**config.mk**
```make
export PLATFORM = sky130hd
export DESIGN_NAME = pcm_sample_to_float32_core_flat
export DESIGN_NICKNAME = d
export VERILOG_FILES = /design/src/rtl/pcmf_pkg.sv /design/src/rtl/pcmf_if.sv /design/src/rtl/pcmf_round_pack.sv /design/src/rtl/pcm_sample_to_float32_core.sv /design/src/flat_wrapper.sv
export SDC_FILE = /design/constraint.sdc
export NUM_CORES = 1
export LEC_CHECK = 0
export BUFFER_PORTS_ARGS = -buffer_cell sky130_fd_sc_hd__buf_4
export CAP_MARGIN = 10
export CORE_ASPECT_RATIO = 0.5
export CORE_MARGIN = 2
export CORE_UTILIZATION = 30
export CTS_CLUSTER_SIZE = 14
export DETAILED_ROUTE_END_ITERATION = 8
export PLACE_DENSITY = 0.43
export SYNTH_ARGS = -nofsm -noshare
export SYNTH_HDL_FRONTEND = slang
export SYNTH_SLANG_ARGS = --single-unit
```
**constraint.sdc**
```tcl
create_clock -name i_clk -period 5.15 [get_ports i_clk]
set_input_delay 1.03 -clock i_clk [delete_from_list [all_inputs] [get_ports i_clk]]
set_output_delay 1.03 -clock i_clk [all_outputs]
set_load 0.02 [all_outputs]
```
**src/rtl/pcmf_pkg.sv**
```systemverilog
package pcmf_pkg;

    localparam int SAMPLE_W = 32;
    localparam int EXP_W    = 8;
    localparam int FRAC_W   = 23;
    localparam int LZ_W     = 5;

    localparam int CFG_IDX_W  = 3;
    localparam int CFG_DATA_W = 6;

    // register indexes
    localparam logic [CFG_IDX_W-1:0] REG_ENCODING   = 3'd0;
    localparam logic [CFG_IDX_W-1:0] REG_VALID_BITS = 3'd1;

    // encodings
    localparam logic [2:0] ENC_FLOAT32 = 3'd0;
    localparam logic [2:0] ENC_PCM16   = 3'd1;
    localparam logic [2:0] ENC_PCM24   = 3'd2;
    localparam logic [2:0] ENC_PCM32   = 3'd3;

    localparam logic [5:0] VBITS_RESET = 6'd32;

    // exponent of bit 31 with bias: 127 + 31
    localparam logic [8:0] EXP_TOP = 9'd158;

    typedef struct packed {
        logic                  sign;
        logic                  zero;
        logic                  bypass;
        logic [EXP_W-1:0]      exp;
        logic [SAMPLE_W-1:0]   norm;
        logic [SAMPLE_W-1:0]   bdata;
    } t_pack_in;

endpackage

```
**src/rtl/pcmf_if.sv**
```systemverilog
interface pcmf_in_if;
    logic        valid;
    logic        ready;
    logic [31:0] raw_sample;
    modport source (output valid, output raw_sample, input ready);
    modport sink   (input valid, input raw_sample, output ready);
endinterface

interface pcmf_out_if;
    logic        valid;
    logic        ready;
    logic [31:0] sample_float;
    modport source (output valid, output sample_float, input ready);
    modport sink   (input valid, input sample_float, output ready);
endinterface

interface pcmf_cfg_if;
    logic       valid;
    logic       ready;
    logic [2:0] reg_index;
    logic [5:0] wr_data;
    modport source (output valid, output reg_index, output wr_data, input ready);
    modport sink   (input valid, input reg_index, input wr_data, output ready);
endinterface

```
**src/rtl/pcmf_round_pack.sv**
```systemverilog
module pcmf_round_pack (
    input  pcmf_pkg::t_pack_in i_p,
    output logic [31:0]        o_bits
);
    import pcmf_pkg::*;

    logic                   w_inc;
    logic [EXP_W+FRAC_W-1:0] w_body;

    always_comb begin
        // round to nearest even on guard / sticky / lsb
        w_inc  = i_p.norm[7] & ((|i_p.norm[6:0]) | i_p.norm[8]);
        // mantissa carry ripples into the exponent
        w_body = {i_p.exp, i_p.norm[30:8]} + {{(EXP_W+FRAC_W-1){1'b0}}, w_inc};
        if (i_p.bypass) begin
            o_bits = i_p.bdata;
        end else if (i_p.zero) begin
            o_bits = '0;
        end else begin
            o_bits = {i_p.sign, w_body};
        end
    end
endmodule

```
**src/rtl/pcm_sample_to_float32_core.sv**
```systemverilog
// Four register stages lie between input transfer and result valid.
// Throughput: one sample per cycle while the output is ready; each stage holds one item with its own valid bit.
// A stalled output lets upstream stages fill before input ready drops.
// Reset (i_rst_n low, synchronous): valid bits cleared, encoding = float32,
// valid bits = 32. Payload registers are not reset.
module pcm_sample_to_float32_core (
    input  logic              i_clk,
    input  logic              i_rst_n,
    pcmf_in_if.sink           i_sample,
    pcmf_out_if.source        o_sample,
    pcmf_cfg_if.sink          i_cfg
);
    import pcmf_pkg::*;

    // ---------------- configuration ----------------
    logic [2:0] r_enc;
    logic [5:0] r_vbits;

    assign i_cfg.ready = 1'b1;

    always_ff @(posedge i_clk) begin
        if (!i_rst_n) begin
            r_enc   <= ENC_FLOAT32;
            r_vbits <= VBITS_RESET;
        end else if (i_cfg.valid) begin
            if (i_cfg.reg_index == REG_ENCODING) begin
                r_enc <= i_cfg.wr_data[2:0];
            end
            if (i_cfg.reg_index == REG_VALID_BITS) begin
                r_vbits <= i_cfg.wr_data;
            end
        end
    end

    // ---------------- stage enables ----------------
    // Each stage loads when it is empty or its content moves on.
    logic r_v1, r_v2, r_v3, r_v4;
    logic w_en1, w_en2, w_en3, w_en4;

    assign w_en4 = !r_v4 || o_sample.ready;
    assign w_en3 = !r_v3 || w_en4;
    assign w_en2 = !r_v2 || w_en3;
    assign w_en1 = !r_v1 || w_en2;
    assign i_sample.ready = w_en1;

    always_ff @(posedge i_clk) begin
        if (!i_rst_n) begin
            r_v1 <= 1'b0;
            r_v2 <= 1'b0;
            r_v3 <= 1'b0;
            r_v4 <= 1'b0;
        end else begin
            if (w_en1) r_v1 <= i_sample.valid;
            if (w_en2) r_v2 <= r_v1;
            if (w_en3) r_v3 <= r_v2;
            if (w_en4) r_v4 <= r_v3;
        end
    end

    // ---------------- stage 1: decode to integer and scale ----------------
    // value = X * 2^-s
    logic [5:0]          w_vc;
    logic [4:0]          w_sh;
    logic signed [31:0]  n_x;
    logic [4:0]          n_s;
    logic                n_byp;
    logic [31:0]         n_bdata;

    logic signed [31:0]  r_x1;
    logic [4:0]          r_s1;
    logic                r_byp1;
    logic [31:0]         r_bdata1;

    always_comb begin
        // clamp valid bits to 1..32
        if (r_vbits == 6'd0) begin
            w_vc = 6'd1;
        end else if (r_vbits > 6'd32) begin
            w_vc = 6'd32;
        end else begin
            w_vc = r_vbits;
        end
        w_sh    = 5'(6'd32 - w_vc);
        n_x     = '0;
        n_s     = '0;
        n_byp   = 1'b0;
        n_bdata = '0;
        case (r_enc)
            ENC_FLOAT32: begin
                n_byp   = 1'b1;
                n_bdata = i_sample.raw_sample;
            end
            ENC_PCM16: begin
                n_x = {{16{i_sample.raw_sample[15]}}, i_sample.raw_sample[15:0]};
                n_s = 5'd15;
            end
            ENC_PCM24: begin
                n_x = {{8{i_sample.raw_sample[23]}}, i_sample.raw_sample[23:0]};
                n_s = 5'd23;
            end
            ENC_PCM32: begin
                n_x = $signed(i_sample.raw_sample) >>> w_sh;
                n_s = 5'(w_vc - 6'd1);
            end
            default: begin
                // unsupported encoding gives +0.0
                n_byp = 1'b1;
            end
        endcase
    end

    always_ff @(posedge i_clk) begin
        if (w_en1) begin
            r_x1     <= n_x;
            r_s1     <= n_s;
            r_byp1   <= n_byp;
            r_bdata1 <= n_bdata;
        end
    end

    // ---------------- stage 2: magnitude and leading zeros ----------------
    logic [31:0]     n_mag;
    logic [LZ_W-1:0] n_lz;
    logic [31:0]     r_mag2;
    logic [LZ_W-1:0] r_lz2;
    logic            r_sign2;
    logic [4:0]      r_s2;
    logic            r_byp2;
    logic [31:0]     r_bdata2;

    always_comb begin
        n_mag = r_x1[31] ? 32'(-r_x1) : r_x1;
        n_lz  = '0;
        for (int i = 0; i < 32; i++) begin
            if (n_mag[i]) n_lz = LZ_W'(31 - i);
        end
    end

    always_ff @(posedge i_clk) begin
        if (w_en2) begin
            r_mag2   <= n_mag;
            r_lz2    <= n_lz;
            r_sign2  <= r_x1[31];
            r_s2     <= r_s1;
            r_byp2   <= r_byp1;
            r_bdata2 <= r_bdata1;
        end
    end

    // ---------------- stage 3: normalize, exponent ----------------
    t_pack_in n_p3;
    t_pack_in r_p3;

    always_comb begin
        n_p3.sign   = r_sign2;
        n_p3.zero   = (r_mag2 == '0);
        n_p3.bypass = r_byp2;
        n_p3.bdata  = r_bdata2;
        n_p3.norm   = r_mag2 << r_lz2;
        n_p3.exp    = EXP_W'(EXP_TOP - {4'd0, r_lz2} - {4'd0, r_s2});
    end

    always_ff @(posedge i_clk) begin
        if (w_en3) begin
            r_p3 <= n_p3;
        end
    end

    // ---------------- stage 4: round and pack into output register ----------------
    logic [31:0] w_bits;
    logic [31:0] r_out4;

    pcmf_round_pack u_round (
        .i_p    (r_p3),
        .o_bits (w_bits)
    );

    always_ff @(posedge i_clk) begin
        if (w_en4) begin
            r_out4 <= w_bits;
        end
    end

    assign o_sample.valid        = r_v4;
    assign o_sample.sample_float = r_out4;

endmodule

```
**src/flat_wrapper.sv**
```systemverilog
// flat-port wrapper written by rule: the top's interface ports become plain ports
module pcm_sample_to_float32_core_flat import pcmf_pkg::*;
  (i_clk, i_rst_n, i_sample_valid, i_sample_raw_sample, i_sample_ready, o_sample_valid, o_sample_sample_float, o_sample_ready, i_cfg_valid, i_cfg_reg_index, i_cfg_wr_data, i_cfg_ready);
  pcmf_in_if i_sample_i ();
  pcmf_out_if o_sample_i ();
  pcmf_cfg_if i_cfg_i ();
  input  logic i_clk;
  input  logic i_rst_n;
  input wire logic [$bits(i_sample_i.valid)-1:0] i_sample_valid;
  input wire logic [$bits(i_sample_i.raw_sample)-1:0] i_sample_raw_sample;
  output wire logic [$bits(i_sample_i.ready)-1:0] i_sample_ready;
  output wire logic [$bits(o_sample_i.valid)-1:0] o_sample_valid;
  output wire logic [$bits(o_sample_i.sample_float)-1:0] o_sample_sample_float;
  input wire logic [$bits(o_sample_i.ready)-1:0] o_sample_ready;
  input wire logic [$bits(i_cfg_i.valid)-1:0] i_cfg_valid;
  input wire logic [$bits(i_cfg_i.reg_index)-1:0] i_cfg_reg_index;
  input wire logic [$bits(i_cfg_i.wr_data)-1:0] i_cfg_wr_data;
  output wire logic [$bits(i_cfg_i.ready)-1:0] i_cfg_ready;
  assign i_sample_i.valid = i_sample_valid;
  assign i_sample_i.raw_sample = i_sample_raw_sample;
  assign i_sample_ready = i_sample_i.ready;
  assign o_sample_valid = o_sample_i.valid;
  assign o_sample_sample_float = o_sample_i.sample_float;
  assign o_sample_i.ready = o_sample_ready;
  assign i_cfg_i.valid = i_cfg_valid;
  assign i_cfg_i.reg_index = i_cfg_reg_index;
  assign i_cfg_i.wr_data = i_cfg_wr_data;
  assign i_cfg_ready = i_cfg_i.ready;
  pcm_sample_to_float32_core u_core (.i_clk(i_clk), .i_rst_n(i_rst_n), .i_sample(i_sample_i), .o_sample(o_sample_i), .i_cfg(i_cfg_i));
endmodule
```
==> results.py, run 1 <==
metrics = {
    "flow_run": {
        "maxCapViolCount": 0,
    },
    "logic_synthesis": {
        "yosys_warnings": 0,
        "synthTopCellsByCount": "edfxtp_1 (252), nand2_1 (144), mux2i_1 (91), o21ai_0 (90), nor2_1 (88)",
        "synth-async-reset-ratio_pct": 0,
        "yosys-top-cells-area": "edfxtp_1 (51%), mux2i_1 (6.2%), nand2_1 (3.7%)",
        "yosysMostFrequentCell": "edfxtp_1",
        "synth_top_area_share_pct": 51.5,
        "synth_edf_count": 252,
        "ys_types": 74,
        "ys_seq_area_share_pct": 53.3,
        "synth_flop_cell": "edfxtp_1",
        "ys_ff_latch": 265,
        "yosysTopAreaCell": "edfxtp_1",
        "netlist_area_um2": 14700,
        "syn_area_per_cell_um2": 11.1,
        "syn_nets": 1380,
        "synthCells": 1319,
    },
    "power": {
        "switchingPower_uw": 1910,
        "p_clk_share_pct": 30.0,
        "combinationalPowerShare_pct": 22.9,
        "peakVddDrop_uv": 207,
        "power_frac_seq_pct": 47.1,
        "p_leak_uw": 0.00664,
        "power_density_nw_per_um2": 369,
        "switching_share_pct": 30.8,
        "p_int_uw": 4290,
    },
    "cells_and_area": {
        "post-route-util_pct": 34.7,
        "area_growth_pct": 14.4,
        "drive_gt1_share_pct": 14.7,
        "finalNonFillerCells": 2035,
        "fillers": 4823,
        "stdcell_area_um2": 16800,
        "layout.nets": 1428,
    },
    "placement": {
        "io_buffers": 79,
        "dp_hpwl_um": 33700,
        "placed_cell_area_um2": 16000,
        "dp.cells": 1988,
        "gp_congestion": 0.877,
    },
    "route": {
        "avgRoutedWirePerCell_um": 22.3,
        "wirelength_um": 45300,
        "drtIter0Drc": 832,
        "ant_nets": 0,
        "num_vias": 10700,
        "first_pass_iters": 7,
        "via_per_inst": 5.24,
        "remaining_drc_errors": 0,
    },
    "global_route": {
        "grt_max_degree": 75,
        "grt_use_total_pct": 17.7,
        "grt_pass1_wl_um": 67700,
        "grt_pass1_vias": 10500,
        "overflow": 0,
        "antenna_found_initial": 2,
    },
    "cts": {
        "clock_path_buffers": 3,
        "cts_sinks": 265,
        "clockRootBuffer": "clkbuf_16",
        "tritoncts": "built",
        "postCtsSetupBuffers": 0,
        "clk_latency_ns": 0.55,
        "path_clk_slew_ns": 0.06,
        "cts_htree_levels": 1,
        "postCtsResizedCells": 0,
        "holdBufCountCts": 0,
        "numCtsBuffers": 26,
    },
    "critical_path": {
        "path_cells": "nor4_2 > nor2_1 > nor2_1 > inv_2 > ha_1 > inv_1 > mux4_2 > nor3_1 > mux2i_1 > a211oi_1 > a311oi_1 > nor3_1",
        "start_kind": "flop",
        "cp_slowest_cell": "nor4_2",
        "worstPathMaxFanout": 13,
        "critPathArrivalTime_ns": 4.47,
        "critPathTopFamily": "simple AND/OR/NAND/NOR gates",
        "crit_path_max_incr_delay_ns": 0.62,
        "path_buf_inv": 2,
        "crit_path_end_kind": "flop",
        "crit_type": "flop to flop",
        "required_ns": 5.53,
    },
    "sta": {
        "timing.fmax_ghz": 0.245,
        "min_period_ns": 4.09,
        "rsz0062_at_grt": "false",
        "slew_headroom_pct": 29.6,
        "drv_slew": 0,
        "final_hold_viol_count": 0,
        "setup-tns-final_ns": 0,
        "tightest_slew_ns": 1.05,
        "finClkSkew_ns": 0.0127,
        "timing.final.crit_share_pct": 79.3,
        "fin_hold_ws_ns": 0.417,
        "finalSetupViolCount": 0,
    },
    "floorplan": {
        "die_w_um": 317,
        "dieHeight_um": 161,
        "core_um2": 48400,
        "start_util_pct": 30.4,
        "dieArea_um2": 50900,
        "boundaryPins": 81,
        "fp-row-count": 57,
    },
    "run_status": {
        "status": "finished, final reports clean",
    },
    "worst_hold_path": {
        "hold_path_class": "flop to flop",
    },
}
-- kinds of logic after synthesis --
kind of cell / count (synthesis) / share of synthesized area [%]
buf+inv: 119 / 3.10
xor+xnor: 59 / 3.52
flops: 265 / 53.3
simple gates: 448 / 15.2
compound gates: 277 / 12.3
other cells: 1 / 0.0255
mux: 135 / 11.3
fa+ha+maj: 15 / 1.38
-- routing by layer --
metal	vias up	global-route usage, %	share of wire (%)
met5	-	0	0
met4	0	4.70	2.5
met3	73	2.78	5.4
met2	352	25.7	42
met1	5176	27.1	50
li1	5069	-	-
-- worst paths after layout --
path,from,depth (start not counted),slack [ns],end
worst min register to register,u_core.r_bdata2[24]$_DFFE_PP_,0,0.42,u_core.r_p3[24]$_DFFE_PP_
worst max register to register,u_core.r_vbits[2]$_SDFFE_PN0P_,12,1.06,u_core.r_x1[8]$_SDFFCE_PN0P_
worst min-delay path,u_core.r_bdata2[24]$_DFFE_PP_,0,0.42,u_core.r_p3[24]$_DFFE_PP_
worst max-delay path,u_core.r_vbits[2]$_SDFFE_PN0P_,12,1.06,u_core.r_x1[8]$_SDFFCE_PN0P_
-- flip-flops by register name (all words and copies together) (netlist names) --
register and count:
u_core.r_p3 74, u_core.o_sample.sample_float 32, u_core.r_bdata1 32, u_core.r_bdata2 32
u_core.r_mag2 32, u_core.r_x1 32, u_core.r_vbits 6, u_core.r_lz2 5
u_core.r_s1 5, u_core.r_s2 5, u_core.r_enc 3, u_core.o_sample.valid 1
u_core.r_byp1 1, u_core.r_byp2 1, u_core.r_sign2 1, u_core.r_v1 1
u_core.r_v2 1, u_core.r_v3 1
-- stage by stage --
stage / worst slack (ns) / total power, µW
after floorplan: 1.14 / 3860
after global placement: 1.20 / 4370
after detailed placement: 1.13 / 4380
after CTS: 1.12 / 6260
after global routing: 0.700 / 6520
final: 1.06 / 6200
-- cell usage in the layout (no fill, tap or decap), drive strengths merged, types with 5 or more instances in the layout --
cell,count
mux2i,91
nor2,88
or2,8
clkbuf,30
nor2b,23
o21ai,92
a21oi,50
buf,100
ha,13
nand4,12
nand2b,14
xor2,33
inv,37
dfxtp,13
nand3,24
a221oi,5
and4,7
edfxtp,252
mux4,22
or3,7
a221o,14
a211oi,19
o31ai,14
nor3,20
nor3b,5
o211ai,8
nor4,22
mux2,22
nand2,144
a22oi,5
and3,14
clkinv,13
o22ai,10
xnor2,26
and2,43
a31oi,11
o41ai,7
or4,11
-- final cells by class --
type	instances	area [µm²]	share of cell area [%]
tap	649	812	4.83
multi-input combinational	935	6450	38.4
sequential	265	7830	46.6
clock buffer	30	676	4.02
antenna	1	2.50	0.0149
timing repair buffer	100	751	4.46
clock inverter	16	149	0.886
inverter	39	146	0.871
-- power by group through the flow --
stage | clock (µW) | sequential [µW] | combinational, µW
detailed placement | 0 | 2970 | 1420
floorplan | 0 | 2870 | 990
CTS | 1910 | 2920 | 1420
finish | 1860 | 2920 | 1420
global route | 2000 | 2960 | 1560
global placement | 0 | 2960 | 1420
Power figures use the tool's default switching activity.
==> run 2, diff against run 1 <==
==> constraint.sdc (replaced) <==
create_clock -name i_clk -period 3.9 [get_ports i_clk]
set_input_delay 0.78 -clock i_clk [delete_from_list [all_inputs] [get_ports i_clk]]
set_output_delay 0.78 -clock i_clk [all_outputs]
set_load 0.02 [all_outputs]
==> results.py, run 2 (synthesis results as in run 1) <==
metrics = {
    "worst_hold_path": {
        "hold_path_class": "flop to flop",
    },
    "cts": {
        "tritoncts": "built",
        "numCtsBuffers": 27,
        "holdBufCountCts": 0,
        "postCtsResizedCells": 0,
        "postCtsSetupBuffers": 0,
        "cts_sinks": 265,
        "path_clk_slew_ns": 0.07,
        "cts_htree_levels": 1,
        "clock_path_buffers": 3,
        "clk_latency_ns": 0.56,
        "clockRootBuffer": "clkbuf_16",
    },
    "global_route": {
        "grt_pass1_vias": 10300,
        "grt_max_degree": 75,
        "grt_use_total_pct": 17.5,
        "overflow": 0,
        "antenna_found_initial": 1,
        "grt_pass1_wl_um": 67400,
    },
    "critical_path": {
        "path_common_cell": "or4_1",
        "start_kind": "flop",
        "crit_type": "flop to flop",
        "required_ns": 4.21,
        "crit_path_max_incr_delay_ns": 0.64,
        "worstPathMaxFanout": 7,
        "cp_slowest_cell": "or4_1",
        "path_cells": "or4_1 > or4_1 > o41ai_2 > xnor2_1 > or4_1 > a21oi_1 > o31a_1 > and3b_1",
        "critPathArrivalTime_ns": 3.80,
        "crit_path_end_kind": "flop",
    },
    "route": {
        "first_pass_iters": 6,
        "via_per_inst": 5.19,
        "remaining_drc_errors": 0,
        "wirelength_um": 44500,
        "drtIter0Drc": 947,
        "ant_nets": 0,
        "avgRoutedWirePerCell_um": 21.7,
        "num_vias": 10700,
    },
    "placement": {
        "io_buffers": 79,
        "dp.cells": 2004,
        "dp_hpwl_um": 33900,
        "gp_congestion": 0.865,
    },
    "sta": {
        "timing.final.crit_share_pct": 89.7,
        "drv_slew": 0,
        "rsz0062_at_grt": "false",
        "timing.fmax_ghz": 0.286,
        "tightest_slew_ns": 1.02,
        "min_period_ns": 3.50,
        "slew_headroom_pct": 31.9,
        "finClkSkew_ns": 0.0236,
        "final_hold_viol_count": 0,
        "finalSetupViolCount": 0,
        "setup-tns-final_ns": 0,
    },
    "cells_and_area": {
        "final_common_cell": "edfxtp_1",
        "layout_common_cells": "edfxtp_1 (252), nand2_1 (142), buf_4 (116)",
        "largest_reg_flops": 74,
        "post-route-util_pct": 35.1,
        "drive_gt1_share_pct": 15.8,
        "layout.nets": 1445,
        "finalNonFillerCells": 2054,
        "top_register": "u_core.r_p3",
        "area_growth_pct": 15.6,
    },
    "run_status": {
        "status": "finished, final reports clean",
    },
    "floorplan": {
        "core_um2": 48400,
        "die_w_um": 317,
        "dieArea_um2": 50900,
        "dieHeight_um": 161,
        "fp-row-count": 57,
        "start_util_pct": 30.4,
        "boundaryPins": 81,
    },
    "power": {
        "peakVddDrop_uv": 362,
        "power_uw": 8350,
        "p_leak_uw": 0.00675,
        "power_density_nw_per_um2": 491,
    },
    "flow_run": {
        "maxCapViolCount": 0,
    },
}
[run 2: cell types whose count changed in the layout (fill, tap and decap cells not counted), sizes merged]
| cell | previous run | this run |
|---|---|---|
| inv | 37 | 40 |
| clkinv | 13 | 12 |
| buf | 100 | 116 |
| clkbuf | 30 | 32 |
| bufinv | 2 | 3 |
| clkinvlp | 3 | 1 |
[run 2: final cells by class]
cell class	count	area [µm²]
antenna	1	2.50
clock buffer	32	694
clock inverter	17	190
fill	4828	31400
inverter	39	146
multi-input combinational	935	6440
sequential	265	7830
tap	649	812
timing repair buffer	116	871
[run 2: worst paths after layout]
| kind | startpoint | endpoint | slack (ns) | cells past startpoint |
|---|---|---|---|---|
| max | u_core.r_x1[8]$_SDFFCE_PN0P_ | u_core.r_lz2[1]$_SDFFCE_PP0P_ | 0.40 | 8 |
| max reg2reg | u_core.r_x1[8]$_SDFFCE_PN0P_ | u_core.r_lz2[1]$_SDFFCE_PP0P_ | 0.40 | 8 |
| min reg2reg | u_core.r_bdata1[16]$_SDFFCE_PP0P_ | u_core.r_bdata2[16]$_DFFE_PP_ | 0.42 | 0 |
| min | u_core.r_bdata1[16]$_SDFFCE_PP0P_ | u_core.r_bdata2[16]$_DFFE_PP_ | 0.42 | 0 |
[run 2: metrics by stage]
| stage | area [µm²] | setup slack [ns] | hold WS, ns |
|---|---|---|---|
| floorplan | 14700 | 0.0355 | 0.400 |
| global placement | 16100 | 0.443 | 0.406 |
| detailed placement | 16100 | 0.439 | 0.405 |
| CTS | 17000 | 0.429 | 0.417 |
| global route | 17000 | 0.153 | 0.423 |
| finish | 17000 | 0.403 | 0.419 |
[run 2: worst max-delay path: cells and delay by family (launching register included)]
family                    cells  cell delay [ns]
and+or+nand+nor               4             1.98
xor gates and xnor gates      1             0.19
AOI/OAI and AO/OA             3             0.61
DFF                           1             0.48
[run 2: per-layer routing]
metal	GRT usage, %	share of wire [%]	wire, µm
met2	25.2	42	18600
met4	3.69	2.1	934
met3	2.35	4.5	1990
met1	27.5	52	22900
met5	0	0	0
[run 2: power breakdown]
part	switching, µW	internal, µW	leakage [µW]
clock network	1110	1490	0.000428
logic	1170	768	0.00336
registers	276	3530	0.00296
total	2560	5790	0.00675
